## src/rtl/lcre_pkg.sv

```systemverilog
// Shared types and constants for the line center unit.
// Depends on nothing; used by lcre_front, lcre_back and the top level.
package lcre_pkg;

    // Widths fixed by the pixel and kernel formats
    localparam int PIX_W  = 8;
    localparam int TAP_W  = 8;
    localparam int PROD_W = PIX_W + TAP_W;
    localparam int RESP_W = PROD_W + 1;
    localparam int ROW_W  = 10;
    localparam int CIDX_W = 10;
    localparam int CFG_IDX_W = 2;

    // Configuration register indexes
    localparam logic [CFG_IDX_W-1:0] CFG_TAP_LEFT  = 2'd0;
    localparam logic [CFG_IDX_W-1:0] CFG_TAP_MID   = 2'd1;
    localparam logic [CFG_IDX_W-1:0] CFG_TAP_RIGHT = 2'd2;

    // Reset values of the kernel
    localparam logic signed [TAP_W-1:0] TAP_LEFT_RST  = -8'sd1;
    localparam logic signed [TAP_W-1:0] TAP_MID_RST   = 8'sd0;
    localparam logic signed [TAP_W-1:0] TAP_RIGHT_RST = 8'sd1;

    typedef struct packed {
        logic signed [TAP_W-1:0] tap_left;
        logic signed [TAP_W-1:0] tap_mid;
        logic signed [TAP_W-1:0] tap_right;
    } taps_t;

    // Fixed part of one classified pixel handed from front to back
    typedef struct packed {
        logic                     resp_valid;
        logic                     last;
        logic signed [RESP_W-1:0] value;
        logic [ROW_W-1:0]         row;
    } resp_t;

endpackage

```

## src/rtl/lcre_fifo.sv

```systemverilog
// Small first-in first-out buffer of flat words.
// Depends on nothing; used between front and back and on the result side.
module lcre_fifo #(
    parameter int W     = 8,
    parameter int DEPTH = 2
) (
    input  logic         clk,
    input  logic         rst_n,
    input  logic         wr_en,
    input  logic [W-1:0] wr_data,
    output logic         full,
    input  logic         rd_en,
    output logic [W-1:0] rd_data,
    output logic         empty
);
    localparam int AW = (DEPTH > 1) ? $clog2(DEPTH) : 1;
    localparam int CW = $clog2(DEPTH + 1);

    logic [W-1:0]  mem [DEPTH];
    logic [AW-1:0] wr_ptr_reg, wr_ptr_next;
    logic [AW-1:0] rd_ptr_reg, rd_ptr_next;
    logic [CW-1:0] count_reg, count_next;
    logic          do_wr, do_rd;

    assign full    = (count_reg == CW'(DEPTH));
    assign empty   = (count_reg == '0);
    assign do_wr   = wr_en && !full;
    assign do_rd   = rd_en && !empty;
    assign rd_data = mem[rd_ptr_reg];

    // Pointer and fill bookkeeping
    always_comb
    begin
        wr_ptr_next = wr_ptr_reg;
        rd_ptr_next = rd_ptr_reg;
        count_next  = count_reg;
        if (do_wr)
        begin
            wr_ptr_next = (wr_ptr_reg == AW'(DEPTH - 1)) ? '0 : wr_ptr_reg + AW'(1);
        end
        if (do_rd)
        begin
            rd_ptr_next = (rd_ptr_reg == AW'(DEPTH - 1)) ? '0 : rd_ptr_reg + AW'(1);
        end
        if (do_wr && !do_rd)
        begin
            count_next = count_reg + CW'(1);
        end
        else if (do_rd && !do_wr)
        begin
            count_next = count_reg - CW'(1);
        end
    end

    always_ff @(posedge clk or negedge rst_n)
    begin
        if (!rst_n)
        begin
            wr_ptr_reg <= '0;
            rd_ptr_reg <= '0;
            count_reg  <= '0;
        end
        else
        begin
            wr_ptr_reg <= wr_ptr_next;
            rd_ptr_reg <= rd_ptr_next;
            count_reg  <= count_next;
        end
    end

    // Storage, no reset
    always_ff @(posedge clk)
    begin
        if (do_wr)
        begin
            mem[wr_ptr_reg] <= wr_data;
        end
    end

endmodule

```

## src/rtl/lcre_front.sv

```systemverilog
// Front end: takes pixels, keeps the row window and count, forms the kernel response.
// Depends on lcre_pkg.
module lcre_front #(
    parameter int ROW_MAX = 1024
) (
    input  logic                                 clk,
    input  logic                                 rst_n,
    input  logic                                 accept,
    input  logic signed [lcre_pkg::PIX_W-1:0]    pixel,
    input  logic [lcre_pkg::ROW_W-1:0]           row_number,
    input  logic                                 end_of_row,
    input  lcre_pkg::taps_t                      taps,
    output lcre_pkg::resp_t                      ent,
    output logic [$clog2(ROW_MAX)-1:0]           ent_idx,
    output logic [$clog2(ROW_MAX)-1:0]           ent_trail
);
    import lcre_pkg::*;

    localparam int IW = $clog2(ROW_MAX);
    localparam int CW = $clog2(ROW_MAX + 1);

    logic signed [PIX_W-1:0]  win0_reg, win0_next;
    logic signed [PIX_W-1:0]  win1_reg, win1_next;
    logic [CW-1:0]            count_reg, count_next;
    logic                     in_row;
    logic signed [PROD_W-1:0] p0, p1, p2;

    assign in_row = (count_reg < CW'(ROW_MAX));

    // Three-tap kernel on the two held pixels and the new one
    assign p0 = taps.tap_left  * win0_reg;
    assign p1 = taps.tap_mid   * win1_reg;
    assign p2 = taps.tap_right * pixel;

    always_comb
    begin
        ent.resp_valid = in_row && (count_reg >= CW'(2));
        ent.last       = end_of_row;
        ent.value      = RESP_W'(p0) + RESP_W'(p1) + RESP_W'(p2);
        ent.row        = row_number;
        ent_idx        = IW'(count_reg - CW'(2));
        // Index of the first trailing zero response of the row
        ent_trail      = in_row ? IW'(count_reg - CW'(1)) : IW'(ROW_MAX - 2);
    end

    // Window shift and row count; cleared when the row closes
    always_comb
    begin
        win0_next  = win0_reg;
        win1_next  = win1_reg;
        count_next = count_reg;
        if (accept)
        begin
            if (end_of_row)
            begin
                win0_next  = '0;
                win1_next  = '0;
                count_next = '0;
            end
            else if (in_row)
            begin
                win0_next  = win1_reg;
                win1_next  = pixel;
                count_next = count_reg + CW'(1);
            end
        end
    end

    always_ff @(posedge clk or negedge rst_n)
    begin
        if (!rst_n)
        begin
            win0_reg  <= '0;
            win1_reg  <= '0;
            count_reg <= '0;
        end
        else
        begin
            win0_reg  <= win0_next;
            win1_reg  <= win1_next;
            count_reg <= count_next;
        end
    end

endmodule

```

## src/rtl/lcre_back.sv

```systemverilog
// Back end: tracks the first strongest rising and falling responses, emits the midpoint.
// Depends on lcre_pkg.
module lcre_back #(
    parameter int ROW_MAX = 1024
) (
    input  logic                              clk,
    input  logic                              rst_n,
    input  logic                              ent_avail,
    input  lcre_pkg::resp_t                   ent,
    input  logic [$clog2(ROW_MAX)-1:0]        ent_idx,
    input  logic [$clog2(ROW_MAX)-1:0]        ent_trail,
    output logic                              ent_take,
    input  logic                              res_room,
    output logic                              res_push,
    output logic [lcre_pkg::CIDX_W-1:0]       res_index,
    output logic [lcre_pkg::ROW_W-1:0]        res_row
);
    import lcre_pkg::*;

    localparam int IW = $clog2(ROW_MAX);
    localparam int SW = (IW + 1 > CIDX_W + 1) ? IW + 1 : CIDX_W + 1;

    logic                     have_reg, have_next;
    logic signed [RESP_W-1:0] hi_v_reg, hi_v_next, lo_v_reg, lo_v_next;
    logic [IW-1:0]            hi_i_reg, hi_i_next, lo_i_reg, lo_i_next;
    logic [IW-1:0]            hi_sel, lo_sel;
    logic [SW-1:0]            sum;

    // A closing entry waits for room on the result side
    assign ent_take = ent_avail && (!ent.last || res_room);
    assign res_push = ent_take && ent.last;

    // Running extremes, first one wins on ties
    always_comb
    begin
        have_next = have_reg;
        hi_v_next = hi_v_reg;
        hi_i_next = hi_i_reg;
        lo_v_next = lo_v_reg;
        lo_i_next = lo_i_reg;
        if (ent.resp_valid)
        begin
            if (!have_reg)
            begin
                have_next = 1'b1;
                hi_v_next = ent.value;
                hi_i_next = ent_idx;
                lo_v_next = ent.value;
                lo_i_next = ent_idx;
            end
            else
            begin
                if (ent.value > hi_v_reg)
                begin
                    hi_v_next = ent.value;
                    hi_i_next = ent_idx;
                end
                if (ent.value < lo_v_reg)
                begin
                    lo_v_next = ent.value;
                    lo_i_next = ent_idx;
                end
            end
        end
    end

    // Trailing zero response overrides a negative maximum or positive minimum
    always_comb
    begin
        hi_sel = '0;
        lo_sel = '0;
        if (have_next)
        begin
            hi_sel = (hi_v_next < 0) ? ent_trail : hi_i_next;
            lo_sel = (lo_v_next > 0) ? ent_trail : lo_i_next;
        end
        sum       = SW'(hi_sel) + SW'(lo_sel);
        res_index = sum[CIDX_W:1];
        res_row   = ent.row;
    end

    always_ff @(posedge clk or negedge rst_n)
    begin
        if (!rst_n)
        begin
            have_reg <= 1'b0;
            hi_v_reg <= '0;
            hi_i_reg <= '0;
            lo_v_reg <= '0;
            lo_i_reg <= '0;
        end
        else if (ent_take)
        begin
            if (ent.last)
            begin
                have_reg <= 1'b0;
                hi_v_reg <= '0;
                hi_i_reg <= '0;
                lo_v_reg <= '0;
                lo_i_reg <= '0;
            end
            else
            begin
                have_reg <= have_next;
                hi_v_reg <= hi_v_next;
                hi_i_reg <= hi_i_next;
                lo_v_reg <= lo_v_next;
                lo_i_reg <= lo_i_next;
            end
        end
    end

endmodule

```

## src/rtl/line_center_from_row_edges_unit.sv

```systemverilog
// Line center unit: top level with kernel registers, front, back and queues.
// Depends on lcre_pkg, lcre_fifo, lcre_front and lcre_back.
//
// Usage:
//   Pixels of a row enter left to right on the push/full side, one request per
//   cycle while full is low; end_of_row marks the last pixel and closes the row.
//   Each closed row gives one result (center_index, center_row) on the
//   empty/pop side; it stays on the ports while empty is low until popped.
//   Kernel taps are written through cfg_valid/cfg_ready/cfg_index/cfg_data
//   (index 0 left, 1 middle, 2 right; other indexes are ignored) while idle.
// Timing:
//   One pixel per cycle sustained while full is low. The kernel response is formed
//   at accept and lands in a two-entry queue; the back end takes it from there,
//   updates the extremes and writes the result into a two-entry result queue,
//   from which the result is shown on the ports.
//   If pop is held low, results collect; once the result queue is full the back
//   end holds the next closing pixel, the middle queue fills and full rises.
// Reset: queues empty, row state cleared, taps return to -1, 0, 1.
module line_center_from_row_edges_unit #(
    parameter int ROW_MAX = 1024
) (
    input  logic                                clk,
    input  logic                                rst_n,
    input  logic                                push,
    output logic                                full,
    input  logic signed [lcre_pkg::PIX_W-1:0]   pixel,
    input  logic [lcre_pkg::ROW_W-1:0]          row_number,
    input  logic                                end_of_row,
    output logic                                empty,
    input  logic                                pop,
    output logic [lcre_pkg::CIDX_W-1:0]         center_index,
    output logic [lcre_pkg::ROW_W-1:0]          center_row,
    input  logic                                cfg_valid,
    output logic                                cfg_ready,
    input  logic [lcre_pkg::CFG_IDX_W-1:0]      cfg_index,
    input  logic signed [lcre_pkg::TAP_W-1:0]   cfg_data
);
    import lcre_pkg::*;

    localparam int IW     = $clog2(ROW_MAX);
    localparam int RBITS  = $bits(resp_t);
    localparam int MID_W  = RBITS + 2 * IW;
    localparam int RES_W  = CIDX_W + ROW_W;

    taps_t             taps_reg, taps_next;
    logic              accept;
    resp_t             f_ent, b_ent;
    logic [IW-1:0]     f_idx, f_trail, b_idx, b_trail;
    logic [MID_W-1:0]  mid_rd;
    logic              mid_empty, b_take;
    logic              res_full, res_push;
    logic [CIDX_W-1:0] res_index;
    logic [ROW_W-1:0]  res_row;
    logic [RES_W-1:0]  res_rd;

    // Kernel registers
    assign cfg_ready = 1'b1;

    always_comb
    begin
        taps_next = taps_reg;
        if (cfg_valid)
        begin
            case (cfg_index)
                CFG_TAP_LEFT:  taps_next.tap_left  = cfg_data;
                CFG_TAP_MID:   taps_next.tap_mid   = cfg_data;
                CFG_TAP_RIGHT: taps_next.tap_right = cfg_data;
                default:       taps_next = taps_reg;
            endcase
        end
    end

    always_ff @(posedge clk or negedge rst_n)
    begin
        if (!rst_n)
        begin
            taps_reg.tap_left  <= TAP_LEFT_RST;
            taps_reg.tap_mid   <= TAP_MID_RST;
            taps_reg.tap_right <= TAP_RIGHT_RST;
        end
        else
        begin
            taps_reg <= taps_next;
        end
    end

    // Front end
    assign accept = push && !full;

    lcre_front #(.ROW_MAX(ROW_MAX)) u_front (
        .clk        (clk),
        .rst_n      (rst_n),
        .accept     (accept),
        .pixel      (pixel),
        .row_number (row_number),
        .end_of_row (end_of_row),
        .taps       (taps_reg),
        .ent        (f_ent),
        .ent_idx    (f_idx),
        .ent_trail  (f_trail)
    );

    // Queue between front and back
    lcre_fifo #(.W(MID_W), .DEPTH(2)) u_mid_q (
        .clk     (clk),
        .rst_n   (rst_n),
        .wr_en   (accept),
        .wr_data ({f_ent, f_idx, f_trail}),
        .full    (full),
        .rd_en   (b_take),
        .rd_data (mid_rd),
        .empty   (mid_empty)
    );

    assign b_ent   = mid_rd[MID_W-1 -: RBITS];
    assign b_idx   = mid_rd[2*IW-1 -: IW];
    assign b_trail = mid_rd[IW-1:0];

    // Back end
    lcre_back #(.ROW_MAX(ROW_MAX)) u_back (
        .clk       (clk),
        .rst_n     (rst_n),
        .ent_avail (!mid_empty),
        .ent       (b_ent),
        .ent_idx   (b_idx),
        .ent_trail (b_trail),
        .ent_take  (b_take),
        .res_room  (!res_full),
        .res_push  (res_push),
        .res_index (res_index),
        .res_row   (res_row)
    );

    // Result queue
    lcre_fifo #(.W(RES_W), .DEPTH(2)) u_res_q (
        .clk     (clk),
        .rst_n   (rst_n),
        .wr_en   (res_push),
        .wr_data ({res_index, res_row}),
        .full    (res_full),
        .rd_en   (pop),
        .rd_data (res_rd),
        .empty   (empty)
    );

    assign center_index = res_rd[RES_W-1 -: CIDX_W];
    assign center_row   = res_rd[ROW_W-1:0];

endmodule
```

## config.mk

```make
export PLATFORM = sky130hd
export DESIGN_NAME = line_center_from_row_edges_unit
export DESIGN_NICKNAME = d
export VERILOG_FILES = /design/src/rtl/lcre_pkg.sv /design/src/rtl/lcre_fifo.sv /design/src/rtl/lcre_front.sv /design/src/rtl/lcre_back.sv /design/src/rtl/line_center_from_row_edges_unit.sv
export SDC_FILE = /design/constraint.sdc
export NUM_CORES = 1
export LEC_CHECK = 0
export BUFFER_PORTS_ARGS = -buffer_cell sky130_fd_sc_hd__clkbuf_2
export CORE_MARGIN = 1
export CORE_UTILIZATION = 64
export DETAILED_ROUTE_END_ITERATION = 6
export PLACE_DENSITY_LB_ADDON = 0.08
export SYNTH_ARGS = -nofsm -noshare
export SYNTH_HDL_FRONTEND = slang
export SYNTH_HIERARCHICAL = 1
export SYNTH_SLANG_ARGS = --single-unit
```

## constraint.sdc

```tcl
create_clock -name clk -period 7.1 [get_ports clk]
set_clock_uncertainty 0.15 [all_clocks]
set_input_delay 1.42 -clock clk [delete_from_list [all_inputs] [get_ports clk]]
set_output_delay 1.42 -clock clk [all_outputs]
set_load 0.05 [all_outputs]
```

==> impl_metrics.csv <==
group,metric,value,unit
run_status,status,"finished, final reports clean",
critical_path,r2r_slack,650,ps
route,wire_per_inst,19.69,um
grt,grt_pass1_wl,71470,um
critical_path,r2r-start,"taps_reg[23]",
final_layout,layout_common_cells,"inv_1, fa_1, edfxtp_1",
clock_network,hold_buffers,0,
run,maxCapViolCount,0,
critical_path,reg2reg_depth,19,
sta,min_period_over_period,0.9419,
synth,synthArstFlopShare,0.4524,
clock_network,root_buffer,"clkbuf_16",
sta,hold_viol,0,
route,firstDrtPassIters,5,
synth,synth-seq-cells,252,
clock_network,post_cts_buffers,0,
sta,worst_slack,412.5,ps
floorplanning,fp-row-count,64,
grt,grt_use_total,0.2826,
worst_hold_path,holdPathStages,2,
grt,grt_pass1_vias,13560,
synth,synth_cells,1758,
critical_path,critPathArrivalTime,6930,ps
clock_network,cts_resized,0,
floorplanning,coreArea,30910,um2
worst_hold_path,min_path_type,"reg -> reg",
final_layout,syn_to_final_growth,8.036,%
place,post-place-ws,-106.4,ps
critical_path,start_kind,"input pin",
critical_path,crit_top_cell,"fa_1",
final_layout,final_util,0.7086,
worst_hold_path,min_from,"u_back/lo_i_reg[0]",
critical_path,crit_required,7340,ps
sta,rsz0062_at_grt,"no",
clock_network,clkTransAtPathRegs,60,ps
grt,overflow,0,
sta,slew_viol_final,0,
synth,synth_nets,2140,
sta,slew_headroom,0.1160,
route,route.detailed.drc,0,
place,postPlaceCellArea,20900,um2
place,dp_hpwl,34950,um
worst_hold_path,holdPathEnd,"u_back/lo_i_reg[0]",
place,port_buffers,55,
final_layout,fin_nets,2194,
final_layout,drive_above_1_share,0.1411,
clock_network,clock_latency,550,ps
final_layout,antenna_cells,0,
final_layout,postLayoutCellArea,21900,um2
route,drtAntennaViolNets,0,
route,routed_wl,43920,um
critical_path,path_cells,"clkbuf_2 -> buf_4 -> nand2_1 -> fa_1 -> inv_1 -> ha_1 -> inv_1 -> fa_1 -> inv_1 -> fa_1 -> fa_1 -> fa_1 -> inv_1 -> fa_1 -> inv_1 -> ha_1 -> nor2b_1 -> o21ai_1 -> a21boi_1 -> o211ai_2 -> nand2_1 -> a311o_1 -> nand3_1",
floorplanning,initial_utilization,0.6559,
clock_network,numCtsBuffers,29,
synth,syn_area,20270,um2
clock_network,cts_tree,"done",
clock_network,cts_sinks,252,
sta,finalSetupViolCount,0,
critical_path,crit_fanout,6,
sta,setup_tns,0,ps
synth,yosysSeqAreaShare,0.3457,
clock_network,htreeDepth,1,
final_layout,largest_reg_flops,98,
critical_path,critical-path-top-delay-family,"adder cells",
sta,period_needed,6687,ps
floorplanning,die_w,180.0,um
synth,syn_area_per_cell,11.53,um2
critical_path,cp_slowest_stage_delay,550,ps
grt,grt_max_degree,65,
synth,synth_top_flop_cell,"edfxtp_1",
clock_network,clockBufferDepth,3,
place,place_congestion,0.9317,
synth,yosysWarnings,6,
synth,synth_cell_types,83,
critical_path,crit_type,"in -> reg",
grt,antenna_found_initial,0,
floorplanning,dieArea,32390,um2
synth,synth_edf_count,138,
floorplanning,fp.dieH,180.0,um
floorplanning,io_pins,57,
critical_path,r2r-end,"u_mid_q/mem[0][45]",
route,vias,12720,
sta,tightest_slew,1321,ps
route,drtIter0Drc,851,
critical_path,critPathBufInv,7,
final_layout,final_common_cell,"inv_1",
critical_path,end_kind,"flip-flop",
sta,clock.fmax,0.1495,GHz
final_layout,fillers,2263,
route,vias_per_cell,5.702,
critical_path,cp_slowest_cell,"fa_1",
synth_stat cells (3+ instances only):
cell type  number  area share
a211oi_1       19      0.0070
a21o_1          9      0.0033
a21oi_1        34      0.0084
a21oi_2         3      0.0013
a221oi_1        3      0.0013
a22o_1         64       0.028
a31oi_1         3     0.00093
and2_1        105       0.032
and3_1          8      0.0025
and4_1          5      0.0022
buf_12          5      0.0049
buf_2           5      0.0012
buf_4          26      0.0096
clkbuf_1       34      0.0063
dfrtp_1       105        0.13
dfstp_2         9       0.012
edfxtp_1      138        0.20
fa_1          226        0.22
ha_1          122       0.075
inv_1         315       0.058
mux2_1         19       0.011
mux2_2         26       0.014
mux2_4         49       0.036
mux2i_1        19      0.0094
nand2_1       112       0.021
nand2b_1       12      0.0037
nand3_1        13      0.0032
nand4_1        10      0.0031
nor2_1         78       0.014
nor2b_1         7      0.0022
nor3_1          7      0.0017
nor4_1          9      0.0028
o21a_1          3      0.0011
o21ai_0        22      0.0054
o21ai_1         5      0.0012
o22ai_1         3     0.00093
or3_1           4      0.0012
xnor2_1        46       0.020
xor2_1         17      0.0073
per-stage QoR:
step	hold slack, ps	instances
5_1_grt	365.0	2231
2_1_floorplan	299.6	1758
3_3_place_gp	319.7	2177
3_5_place_dp	331.5	2177
4_1_cts	344.1	2231
6_report	345.5	2231
kinds of logic after synthesis:
family                     after synthesis  synth area share
other                                    1         0.0001850
buffers and inverters                  393           0.08264
xor gates and xnor gates                63           0.02722
adders and majority gates              348            0.2985
muxes                                  113           0.07067
AOI/OAI and AO/OA                      203           0.07770
DFF                                    252            0.3457
and+or+nand+nor                        385           0.09745
layout make-up:
cell class	count	area (um2)	area share
clock buffers	37	775.7	0.03542
inverters	319	1197	0.05467
multi-input cells	1113	11600	0.5297
repair buffers	97	593.1	0.02708
flip-flops and latches	252	7012	0.3201
well taps	396	495.5	0.02262
clock inverters	17	227.7	0.01040
routing by layer:
| layer | vias to the layer above | share of wire | routed length [um] | GRT usage |
|---|---|---|---|---|
| met5 | - | 0 | 0 | 0 |
| met3 | 72 | 0.041 | 1799 | 0.02715 |
| met4 | 0 | 0.026 | 1126 | 0.08690 |
| met1 | 6442 | 0.43 | 18890 | 0.3685 |
| met2 | 344 | 0.50 | 22110 | 0.5019 |
| li1 | 5864 | - | - | - |
worst reg2reg max path, stage by stage, from the launching register on:
cell,delay [ps]
dfstp_2,640
nand2_1,120
inv_1,140
fa_1,570
fa_1,640
inv_1,110
fa_1,540
inv_1,50
fa_1,530
inv_1,70
fa_1,550
fa_1,430
fa_1,490
inv_1,40
ha_1,320
a21oi_1,210
nor2_1,60
a311o_1,310
nor2_1,150
xnor2_1,100
worst max-delay path by stage:
stage / startpoint / endpoint / slack [ps] / cells past startpoint
final: pixel[1] / u_mid_q/mem[1][43] / 410 / 23
after global routing: pixel[4] / u_mid_q/mem[1][46] / 230 / 20
after CTS: pixel[4] / u_mid_q/mem[1][46] / 440 / 20
after detailed placement: pixel[1] / u_mid_q/mem[1][43] / -110 / 23
after global placement: pixel[4] / u_mid_q/mem[0][46] / -70 / 20
after floorplan: pixel[1] / u_mid_q/mem[0][46] / 50 / 21
Power is not shown: default switching activity piles up to over one toggle a cycle in this logic, so the estimate is an artifact.
